==> src/rtl/kmsd_pkg.sv <==
// Package for the key matrix scan decoder: queue entry type, matrix bit
// positions and the three fixed code tables. No dependencies.
package kmsd_pkg;

   localparam int QUEUE_DEPTH = 2;
   localparam int QPTR_W      = (QUEUE_DEPTH > 1) ? $clog2(QUEUE_DEPTH) : 1;
   localparam int QCNT_W      = $clog2(QUEUE_DEPTH + 1);

   localparam int MATRIX_W    = 64;
   localparam int SHIFT_A_BIT = 15;
   localparam int SHIFT_B_BIT = 52;
   localparam int CTRL_BIT    = 58;
   localparam int SPECIAL_BIT = 61;

   localparam logic [MATRIX_W-1:0] MOD_MASK =
      (64'd1 << SHIFT_A_BIT) | (64'd1 << SHIFT_B_BIT) | (64'd1 << CTRL_BIT);

   // classified item handed from the front to the back
   typedef struct packed {
      logic [7:0] code;
      logic       has_key;
      logic       special_down;
      logic       peek;
   } entry_type;

   typedef struct packed {
      logic [QCNT_W-1:0] count;
      logic              full;
      logic              empty;
   } queue_status_type;

   localparam logic [7:0] PLAIN_TBL [64] = '{
      8'h18, 8'h0A, 8'h1D, 8'h88, 8'h85, 8'h86, 8'h87, 8'h11,
      8'h33, 8'h77, 8'h61, 8'h34, 8'h7A, 8'h73, 8'h65, 8'h00,
      8'h35, 8'h72, 8'h64, 8'h36, 8'h63, 8'h66, 8'h74, 8'h78,
      8'h37, 8'h79, 8'h67, 8'h38, 8'h62, 8'h68, 8'h75, 8'h76,
      8'h39, 8'h69, 8'h6A, 8'h30, 8'h6D, 8'h6B, 8'h6F, 8'h6E,
      8'h2B, 8'h70, 8'h6C, 8'h2D, 8'h2E, 8'h3A, 8'h40, 8'h2C,
      8'h5F, 8'h2A, 8'h3B, 8'h13, 8'h00, 8'h3D, 8'h5E, 8'h2F,
      8'h31, 8'h5F, 8'h04, 8'h32, 8'h20, 8'h00, 8'h71, 8'h03
   };

   localparam logic [7:0] SHIFT_TBL [64] = '{
      8'h18, 8'h0A, 8'h9D, 8'h8C, 8'h89, 8'h8A, 8'h8B, 8'h91,
      8'h23, 8'h57, 8'h41, 8'h24, 8'h5A, 8'h53, 8'h45, 8'h00,
      8'h25, 8'h52, 8'h44, 8'h26, 8'h43, 8'h46, 8'h54, 8'h58,
      8'h2F, 8'h59, 8'h47, 8'h28, 8'h42, 8'h48, 8'h55, 8'h56,
      8'h29, 8'h49, 8'h4A, 8'h30, 8'h4D, 8'h4B, 8'h4F, 8'h4E,
      8'h2B, 8'h50, 8'h4C, 8'h2D, 8'h3E, 8'h5B, 8'h40, 8'h3C,
      8'h2D, 8'h2A, 8'h5D, 8'h93, 8'h00, 8'h3D, 8'hDE, 8'h3F,
      8'h21, 8'h5F, 8'h04, 8'h22, 8'h20, 8'h00, 8'h51, 8'h83
   };

   localparam logic [7:0] CTRL_TBL [64] = '{
      8'h0C, 8'h0A, 8'h9D, 8'h8C, 8'h89, 8'h8A, 8'h8B, 8'h91,
      8'h23, 8'h57, 8'h41, 8'h24, 8'h5A, 8'h53, 8'h45, 8'h00,
      8'h25, 8'h52, 8'h44, 8'h26, 8'h05, 8'h46, 8'h54, 8'h58,
      8'h2F, 8'h59, 8'h47, 8'h28, 8'h42, 8'h48, 8'h55, 8'h56,
      8'h29, 8'h49, 8'h4A, 8'h30, 8'h4D, 8'h4B, 8'h4F, 8'h4E,
      8'h2B, 8'h50, 8'h4C, 8'h2D, 8'h2E, 8'h5B, 8'h40, 8'h2C,
      8'h2D, 8'h2A, 8'h5D, 8'h93, 8'h00, 8'h3D, 8'hDE, 8'h3F,
      8'h21, 8'h5F, 8'h04, 8'h22, 8'h20, 8'h00, 8'h51, 8'h83
   };

   // shift wins over ctrl
   function automatic logic [7:0] lookup_code(input logic [5:0] idx, input logic shift,
                                              input logic ctrl);
      logic [7:0] code;
      if (shift) begin
         code = SHIFT_TBL[idx];
      end else if (ctrl) begin
         code = CTRL_TBL[idx];
      end else begin
         code = PLAIN_TBL[idx];
      end
      return code;
   endfunction

endpackage

==> src/rtl/kmsd_front.sv <==
// Front end of the key matrix scan decoder: modifier decode, priority
// encoding of the lowest pressed key and table lookup. Uses kmsd_pkg.
module kmsd_front (
   input  logic [63:0]         req_matrix_lines,
   input  logic                req_peek,
   output kmsd_pkg::entry_type entry
);

   logic [63:0] pressed;
   logic [63:0] scan;
   logic        shift;
   logic        ctrl;
   logic [7:0]  grp_any;
   logic [2:0]  grp_sel;
   logic [7:0]  grp_bits;
   logic [2:0]  bit_sel;

   assign pressed = ~req_matrix_lines;
   assign shift   = pressed[kmsd_pkg::SHIFT_A_BIT] | pressed[kmsd_pkg::SHIFT_B_BIT];
   assign ctrl    = pressed[kmsd_pkg::CTRL_BIT];
   assign scan    = pressed & ~kmsd_pkg::MOD_MASK;

   // two-level priority encode: lowest busy row group, then lowest bit in it
   always_comb begin
      for (int g = 0; g < 8; g++) begin
         grp_any[g] = |scan[8*g +: 8];
      end
      grp_sel = 3'd0;
      for (int g = 7; g >= 0; g--) begin
         if (grp_any[g]) begin
            grp_sel = 3'(g);
         end
      end
      grp_bits = scan[8*grp_sel +: 8];
      bit_sel  = 3'd0;
      for (int b = 7; b >= 0; b--) begin
         if (grp_bits[b]) begin
            bit_sel = 3'(b);
         end
      end
   end

   always_comb begin
      entry.has_key      = |grp_any;
      entry.code         = entry.has_key ? kmsd_pkg::lookup_code({grp_sel, bit_sel}, shift, ctrl)
                                         : 8'h00;
      entry.special_down = pressed[kmsd_pkg::SPECIAL_BIT];
      entry.peek         = req_peek;
   end

endmodule

==> src/rtl/kmsd_queue.sv <==
// Short queue between front and back of the key matrix scan decoder.
// Uses kmsd_pkg for the entry type and depth.
module kmsd_queue (
   input  logic                       clock,
   input  logic                       reset,
   input  logic                       push,
   input  kmsd_pkg::entry_type        push_entry,
   input  logic                       pop,
   output kmsd_pkg::entry_type        head_entry,
   output kmsd_pkg::queue_status_type status
);

   kmsd_pkg::entry_type             mem_ff [kmsd_pkg::QUEUE_DEPTH];
   logic [kmsd_pkg::QPTR_W-1:0]     wr_ptr_ff, wr_ptr_in;
   logic [kmsd_pkg::QPTR_W-1:0]     rd_ptr_ff, rd_ptr_in;
   logic [kmsd_pkg::QCNT_W-1:0]     count_ff, count_in;

   function automatic logic [kmsd_pkg::QPTR_W-1:0] next_ptr(
      input logic [kmsd_pkg::QPTR_W-1:0] ptr);
      logic [kmsd_pkg::QPTR_W-1:0] nxt;
      if (ptr == kmsd_pkg::QPTR_W'(kmsd_pkg::QUEUE_DEPTH - 1)) begin
         nxt = '0;
      end else begin
         nxt = ptr + kmsd_pkg::QPTR_W'(1);
      end
      return nxt;
   endfunction

   always_comb begin
      wr_ptr_in = push ? next_ptr(wr_ptr_ff) : wr_ptr_ff;
      rd_ptr_in = pop ? next_ptr(rd_ptr_ff) : rd_ptr_ff;
      count_in  = count_ff;
      if (push && !pop) begin
         count_in = count_ff + kmsd_pkg::QCNT_W'(1);
      end else if (pop && !push) begin
         count_in = count_ff - kmsd_pkg::QCNT_W'(1);
      end
   end

   always_ff @(posedge clock) begin
      if (reset) begin
         wr_ptr_ff <= '0;
         rd_ptr_ff <= '0;
         count_ff  <= '0;
      end else begin
         wr_ptr_ff <= wr_ptr_in;
         rd_ptr_ff <= rd_ptr_in;
         count_ff  <= count_in;
      end
   end

   always_ff @(posedge clock) begin
      if (push) begin
         mem_ff[wr_ptr_ff] <= push_entry;
      end
   end

   assign head_entry   = mem_ff[rd_ptr_ff];
   assign status.count = count_ff;
   assign status.full  = (count_ff == kmsd_pkg::QCNT_W'(kmsd_pkg::QUEUE_DEPTH));
   assign status.empty = (count_ff == '0);

endmodule

==> src/rtl/kmsd_back.sv <==
// Back end of the key matrix scan decoder: repeat suppression, special key
// edge detect and the result register. Uses kmsd_pkg for the entry type.
module kmsd_back (
   input  logic                clock,
   input  logic                reset,
   input  logic                head_valid,
   input  kmsd_pkg::entry_type head_entry,
   output logic                pop,
   output logic                rsp_valid,
   input  logic                rsp_stall,
   output logic [7:0]          rsp_key_code,
   output logic                rsp_special_edge
);

   logic       rsp_valid_ff, rsp_valid_in;
   logic [7:0] key_code_ff, key_code_in;
   logic       special_edge_ff, special_edge_in;
   logic [7:0] last_code_ff, last_code_in;
   logic       special_held_ff, special_held_in;

   // take the head whenever the result slot is free or draining
   assign pop = head_valid && (!rsp_valid_ff || !rsp_stall);

   always_comb begin
      rsp_valid_in    = rsp_valid_ff;
      key_code_in     = key_code_ff;
      special_edge_in = special_edge_ff;
      last_code_in    = last_code_ff;
      special_held_in = special_held_ff;
      if (pop) begin
         rsp_valid_in = 1'b1;
         if (head_entry.has_key) begin
            if (head_entry.peek) begin
               key_code_in = head_entry.code;
            end else if (head_entry.code != last_code_ff) begin
               key_code_in  = head_entry.code;
               last_code_in = head_entry.code;
            end else begin
               key_code_in = 8'h00;
            end
         end else begin
            key_code_in = 8'h00;
            if (!head_entry.peek) begin
               last_code_in = 8'h00;
            end
         end
         special_edge_in = head_entry.special_down && !special_held_ff;
         special_held_in = head_entry.special_down;
      end else if (rsp_valid_ff && !rsp_stall) begin
         rsp_valid_in = 1'b0;
      end
   end

   always_ff @(posedge clock) begin
      if (reset) begin
         rsp_valid_ff    <= 1'b0;
         last_code_ff    <= 8'h00;
         special_held_ff <= 1'b0;
      end else begin
         rsp_valid_ff    <= rsp_valid_in;
         last_code_ff    <= last_code_in;
         special_held_ff <= special_held_in;
      end
   end

   always_ff @(posedge clock) begin
      key_code_ff     <= key_code_in;
      special_edge_ff <= special_edge_in;
   end

   assign rsp_valid        = rsp_valid_ff;
   assign rsp_key_code     = key_code_ff;
   assign rsp_special_edge = special_edge_ff;

endmodule

==> src/rtl/key_matrix_scan_decoder_core.sv <==
// Key matrix scan decoder top level: front classifier, two-entry queue and back end.
// Path: an accepted item is written into the queue, then into the result register
// when the result slot is free or draining. Throughput: one item per cycle while the
// result is not stalled; under a result stall the queue fills with two items and
// then stalls the input. Depends on kmsd_pkg and the kmsd_* modules.
// Reset (synchronous, active high) empties queue and result, clears repeat memory.
module key_matrix_scan_decoder_core (
   input  logic        clock,
   input  logic        reset,
   input  logic        req_valid,
   output logic        req_stall,
   input  logic [63:0] req_matrix_lines,
   input  logic        req_peek,
   output logic        rsp_valid,
   input  logic        rsp_stall,
   output logic [7:0]  rsp_key_code,
   output logic        rsp_special_edge
);

   kmsd_pkg::entry_type        front_entry;
   kmsd_pkg::entry_type        head_entry;
   kmsd_pkg::queue_status_type q_status;
   logic                       push;
   logic                       pop;

   assign req_stall = q_status.full;
   assign push      = req_valid && !req_stall;

   kmsd_front u_front (
      .req_matrix_lines (req_matrix_lines),
      .req_peek         (req_peek),
      .entry            (front_entry)
   );

   kmsd_queue u_queue (
      .clock      (clock),
      .reset      (reset),
      .push       (push),
      .push_entry (front_entry),
      .pop        (pop),
      .head_entry (head_entry),
      .status     (q_status)
   );

   kmsd_back u_back (
      .clock            (clock),
      .reset            (reset),
      .head_valid       (!q_status.empty),
      .head_entry       (head_entry),
      .pop              (pop),
      .rsp_valid        (rsp_valid),
      .rsp_stall        (rsp_stall),
      .rsp_key_code     (rsp_key_code),
      .rsp_special_edge (rsp_special_edge)
   );

   a_queue_bound: assert property (@(posedge clock) disable iff (reset)
      q_status.count <= kmsd_pkg::QCNT_W'(kmsd_pkg::QUEUE_DEPTH))
      else $error("queue count beyond depth");

   a_no_pop_empty: assert property (@(posedge clock) disable iff (reset)
      q_status.empty |-> !pop)
      else $error("back end popped an empty queue");

   a_count_track: assert property (@(posedge clock) disable iff (reset)
      (push && !pop) |=> (q_status.count == $past(q_status.count) + kmsd_pkg::QCNT_W'(1)))
      else $error("queue count missed a push");

   a_reset_idle: assert property (@(posedge clock)
      reset |=> (!rsp_valid && q_status.empty))
      else $error("result or queue not empty after reset");

endmodule
==> config.mk <==
export PLATFORM = sky130hd
export DESIGN_NAME = key_matrix_scan_decoder_core
export DESIGN_NICKNAME = d
export VERILOG_FILES = /design/src/rtl/kmsd_pkg.sv /design/src/rtl/kmsd_front.sv /design/src/rtl/kmsd_queue.sv /design/src/rtl/kmsd_back.sv /design/src/rtl/key_matrix_scan_decoder_core.sv
export SDC_FILE = /design/constraint.sdc
export NUM_CORES = 1
export LEC_CHECK = 0
export CAP_MARGIN = 15
export CORE_MARGIN = 2
export CORE_UTILIZATION = 29
export CTS_CLUSTER_DIAMETER = 150
export DETAILED_ROUTE_END_ITERATION = 6
export DONT_BUFFER_PORTS = 1
export SLEW_MARGIN = 10
export SYNTH_ARGS = -nofsm -noshare
export SYNTH_HDL_FRONTEND = slang
export SYNTH_SLANG_ARGS = --single-unit
==> constraint.sdc <==
create_clock -name clock -period 6.45 [get_ports clock]
set_input_delay 0.3225 -clock clock [delete_from_list [all_inputs] [get_ports clock]]
set_output_delay 0.3225 -clock clock [all_outputs]
set_load 0.02 [all_outputs]
== After elaboration in Yosys (flattened, before gate mapping) ==
Memory sizes are Yosys's and may differ from the RTL's. A register that Yosys moved wholly into a read port is not among the register bits.
Index checks and enable logic that the tools add are counted.
Storage, ports and cells
  output and inout port bits: 11
  memories kept: 4
  bits in registers: 23
  memory bits (writable): 22
  memory bits (read-only): 1536
  bits in latches: 0
Operators by class
  $mul: 0
  magnitude comparators: 1
  shift operators: 1
  reductions and logical operators: 27
  divide/modulo/power cells: 0
  add/subtract/negate cells: 4
  multiplexer cells: 41
  bitwise operators: 4
  eq/ne operators: 3
Memory list
  (name not given): depth 64, width 8, read ports 1, clocked after Yosys merged registers in 0, wr ports 0, RTL line kmsd_pkg.sv:70  | code = SHIFT_TBL[idx];
  (name not given): depth 64, width 8, read ports 1, clocked after Yosys merged registers in 0, wr ports 0, RTL line kmsd_pkg.sv:72  | code = CTRL_TBL[idx];
  (name not given): depth 64, width 8, read ports 1, clocked after Yosys merged registers in 0, wr ports 0, RTL line kmsd_pkg.sv:74  | code = PLAIN_TBL[idx];
  u_queue.mem_ff: depth 2, width 11, read ports 1, clocked after Yosys merged registers in 1, wr ports 1, RTL line kmsd_queue.sv:13  | kmsd_pkg::entry_type mem_ff [kmsd_pkg::QUEUE_DEPTH];
Operators with widths (number)
  2-to-1 mux 8 bit: 15
  NOT 64 bit: 1
  variable part select 64 x 7 -> 8 bit: 1
  OR reduction 61 bit: 1
  2-to-1 mux 3 bit: 16
  OR reduction 8 bit: 5
  OR reduction 7 bit: 3
  2-to-1 mux 1 bit: 8
  inequality test 8 bit: 1
  greater-or-equal comparator 7 bit, second input constant: 1
  logical NOT 1 bit: 7
  NOT 6 -> 7 bit: 1
  logical AND 1 bit: 6
  2-to-1 mux 2 bit: 2
  nonzero test 2 bit: 2
  AND reduction 3 bit: 1
  adder 1 bit, second input constant: 2
  adder 2 x 1 -> 2 bit, second input constant: 1
  == test 2 bit, second input constant: 1
  logical NOT 2 bit: 1
  inequality test 2 x 1 -> 1 bit, second input constant: 1
  subtractor 2 x 1 -> 2 bit, second input constant: 1
  logical OR 1 bit: 1
  NOT 1 bit: 1
  bitwise OR 1 bit: 1

== Depth between registers and ports, before layout ==
  depth in word-level cells: 26
  mapped depth: 19
  gate-level depth less buffers: 16

== Modules after synthesis ==
A second synthesis with hierarchy kept.
Unflattened totals
  cells, all modules: 460
  area, all modules: 4206.5 um^2
Modules (own cells, without submodules)
  kmsd_front: cells an instance 342, times used 1, area each 2336.0 um^2
  kmsd_queue: cells an instance 56, times used 1, area each 997.2 um^2
  kmsd_back: cells an instance 60, times used 1, area each 855.8 um^2
  key_matrix_scan_decoder_core: cells an instance 2, times used 1, area each 17.5 um^2

== Least setup slack after synthesis ==
Ideal clock, no wire load.
  path kind: in2reg
  start point: in req_matrix_lines[11]
  end point: mem u_queue.mem_ff[0][7] (netlist name) (data pin)
  required time: 6247 ps
  arrival time: 4451 ps
  buffers on the path: 3
  setup slack: 1796 ps
  setup time: 203 ps
  cell stages on the path: 17
  cell sequence: nand4_1 or4_1 buf_2 a211oi_2 nand3_1 o32a_1 a211oi_2 o21ba_2 clkbuf_1 o21ai_1 inv_1 ha_1 clkbuf_1 mux2i_1 a221o_1 o211a_1 a2111oi_2
RTL lines
  start, declared: RTL line key_matrix_scan_decoder_core.sv:12  | input logic [63:0] req_matrix_lines,
  end, declared: RTL line kmsd_queue.sv:13

==> impl_metrics.toml <==
[floorplanning]
die-width_um = 123
floorplan.die.height_um = 123
fp.coreArea_mm2 = 0.0138
boundaryPins = 80
initial_core_util = 0.295
design.die.area_mm2 = 0.0150
floorplan.rows = 43

[final_layout]
drive_above_1_share = 0.0800
layout-area-overhead-vs-synth_pct = 6.80
net_count_of_the_finished_layout = 553
mostFrequentLayoutCell = "sky130_fd_sc_hd__nor2_1"
layout.core_utilization = 0.315
fill_cells = 1424
mostFrequentLayoutCells = "54 x sky130_fd_sc_hd__nor2_1, 32 x sky130_fd_sc_hd__nand2_1, 31 x sky130_fd_sc_hd__edfxtp_1"
antenna-diode-count = 0
final_design_area_no_fill_mm2 = 0.00436

[yosys]
ys_ff_latch = 46
synth_cell_type_count = 76
synth_async_reset_ratio = 0
synth_area_leader_cell = "sky130_fd_sc_hd__edfxtp_1"
avgSynthCellArea_um2 = 8.32
mappedNetlistArea_mm2 = 0.00408
synth_top_area_share = 0.228
postSynthNetCount = 570
synth.area.top_cells = "sky130_fd_sc_hd__edfxtp_1 23%, sky130_fd_sc_hd__dfxtp_1 7.4%, sky130_fd_sc_hd__mux2i_1 6.6%"
yosysWarnings = 0
primary_flip_flop_cell_chosen_by_synthesis_mapping = "sky130_fd_sc_hd__edfxtp_1"
post_synth_inst_count = 491
synth-seq-area-share = 0.302
synth_enable_flop_cells = 31

[detailed_routing]
route.top_layer_used = "met4"
drt_wl_total_mm = 13.6
dr_vias = 4261
drcViolationCount = 0
routed-wl-met3_mm = 1.15
drt_first_iter_violations = 598
dr_wl_met2_mm = 6.50
route.detailed.vias_per_inst = 6.51
routedWlPerCell_um = 20.8
tritonroute_pass_1_iters = 6
detail-route-antenna-nets = 0
detail_route.wirelength.met1_mm = 5.38

[power]
vdd.ir_drop.worst_v = 0.000110
power.static_leakage_nw = 1.41
power_per_cell_area_mw_per_mm2 = 231
total_power_mw = 1.01

[sta]
timing.final.crit_period_ps = 5480
worstMarginPinSlew_ps = 1010
setup_repair_after_global_routing_missed_its_margin = "false"
final_min_period_over_clock_period = 0.849
achievable-frequency_mhz = 183
setup_violators_final = 0
final.setup_skew_ps = 2.53
timing.setup.tns_ps = 0
timing.hold.ws_ps = 110
slew_viol_final = 0
hold_viol = 0
relSlewSlack = 0.318

[clocking]
post_cts.repair.setup_buffers = 0
cts_root_buf = "sky130_fd_sc_hd__clkbuf_16"
worst_skew_pair.late_latency_ps = 280
clkTransAtPathRegs_ps = 60
clockBufferDepth = 2
post_cts_hold_buffer_count = 0
cts_tree = "built"
h-tree-depth = 2
numClockSinks = 46
cts_repair_resize_count = 0
cts-buffers-inserted = 5

[job]
drv.max_cap_violation_count = 0

[grt]
via_count_of_the_first_global_routing_pass = 3939
globalRouteOverflowTotal = 0
gr-usage-all-layers = 0.179
grt_antenna_before_repair = 0
grt_first_pass_wirelength_mm = 21.7
maximum_number_of_pins_on_one_net_before_global_route_repair = 25

[placed_design]
placed_cell_area_mm2 = 0.00422
io_buffer_count = 0
globalplace.congestion = 0.998
post-dp-hpwl_mm = 10.5

[min_path]
worst_hold_path_class = "input pin to flop"
holdCritStartpoint = "reset"

[worst_setup_path]
r2r_setup_slack_ps = 3870
arrival_worst_endpoint_ps = 5540
setup.worst_path.class = "input pin to flop"
endpoint_kind = "flop"
critical_path_required_ps = 6520
critical_path_maximum_fanout = 24
timing.critical_path.from_type = "input pin"
timing.critical_path.from = "req_matrix_lines[0]"

[status]
status = "complete, no violations"
==> sequential cells by signal, indices dropped and copies added, names as in the netlist, named ones only <==
register                 cells
u_back.last_code_ff          8
u_queue.wr_ptr_ff            1
u_back.special_held_ff       1
u_back.rsp_special_edge      1
u_back.rsp_valid             1
u_back.rsp_key_code          8
u_queue.mem_ff              22
u_queue.count_ff             2
u_queue.rd_ptr_ff            1
==> worst paths after layout <==
path | end | cells after the start
worst max-delay path | u_queue.mem_ff[1][7] | 14
worst min-delay path | u_back.last_code_ff[4] | 1
worst max register to register | u_back.last_code_ff[1] | 7
worst min register to register | u_back.special_held_ff | 2
==> metal layers <==
metal	global-route usage	up-vias
met3	0.0251	63
met2	0.305	296
met4	0.0611	0
met5	0	-
met1	0.231	1999
li1	-	1903
==> synth_stat cells, types with 4 or more instances <==
master,count
sky130_fd_sc_hd__clkbuf_1,21
sky130_fd_sc_hd__or4_1,5
sky130_fd_sc_hd__ha_1,10
sky130_fd_sc_hd__nor4_1,11
sky130_fd_sc_hd__inv_1,11
sky130_fd_sc_hd__a31oi_1,9
sky130_fd_sc_hd__nor2_1,55
sky130_fd_sc_hd__nor3_1,14
sky130_fd_sc_hd__buf_2,7
sky130_fd_sc_hd__a211oi_1,9
sky130_fd_sc_hd__mux2i_1,27
sky130_fd_sc_hd__dfxtp_1,15
sky130_fd_sc_hd__o311ai_0,4
sky130_fd_sc_hd__a21oi_1,23
sky130_fd_sc_hd__o211ai_1,12
sky130_fd_sc_hd__xnor2_1,10
sky130_fd_sc_hd__o21ai_1,4
sky130_fd_sc_hd__a22oi_1,4
sky130_fd_sc_hd__and3_1,12
sky130_fd_sc_hd__o21ai_0,24
sky130_fd_sc_hd__o221ai_1,6
sky130_fd_sc_hd__nand3_1,26
sky130_fd_sc_hd__edfxtp_1,31
sky130_fd_sc_hd__nand4_1,17
sky130_fd_sc_hd__nand2_1,32
==> where the power goes <==
group          switching (mW)  internal [mW]
sequential             0.0779          0.409
clock                  0.0938          0.141
combinational           0.166          0.119
total                   0.338          0.670
==> logic make-up after synthesis <==
group           after synthesis  share of synthesized area
xor+xnor                     13                     0.0279
mux                          27                     0.0662
fa+ha+maj                    10                     0.0306
flops                        46                      0.302
compound gates              159                      0.288
buf+inv                      46                     0.0509
simple gates                190                      0.235
==> through the flow <==
step | worst slack, ps | std cells
6_report | 973 | 655
5_1_grt | 631 | 655
4_1_cts | 1230 | 655
3_5_place_dp | 946 | 647
3_3_place_gp | 886 | 647
2_1_floorplan | 1800 | 491
==> cell type report <==
class	count	area, um^2	share of cell area
clock inverters	2	8.76	0.00201
well taps	180	225	0.0516
multi-input cells	399	2650	0.607
repair buffers	10	75.1	0.0172
flip-flops and latches	46	1230	0.282
inverters	12	45.0	0.0103
clock buffers	6	129	0.0296
==> worst max-delay path, cell delays in order <==
cell	delay (ps)
sky130_fd_sc_hd__nand4_2	150
sky130_fd_sc_hd__nor4_1	870
sky130_fd_sc_hd__o2bb2ai_1	410
sky130_fd_sc_hd__nor2_2	330
sky130_fd_sc_hd__buf_4	290
sky130_fd_sc_hd__a32o_1	270
sky130_fd_sc_hd__o31a_1	360
sky130_fd_sc_hd__or4b_1	650
sky130_fd_sc_hd__nand3_2	420
sky130_fd_sc_hd__inv_2	330
sky130_fd_sc_hd__mux2i_1	190
sky130_fd_sc_hd__a221o_1	330
sky130_fd_sc_hd__o211a_1	220
sky130_fd_sc_hd__a2111oi_2	380
No activity file was read; power rests on OpenSTA's default activity.
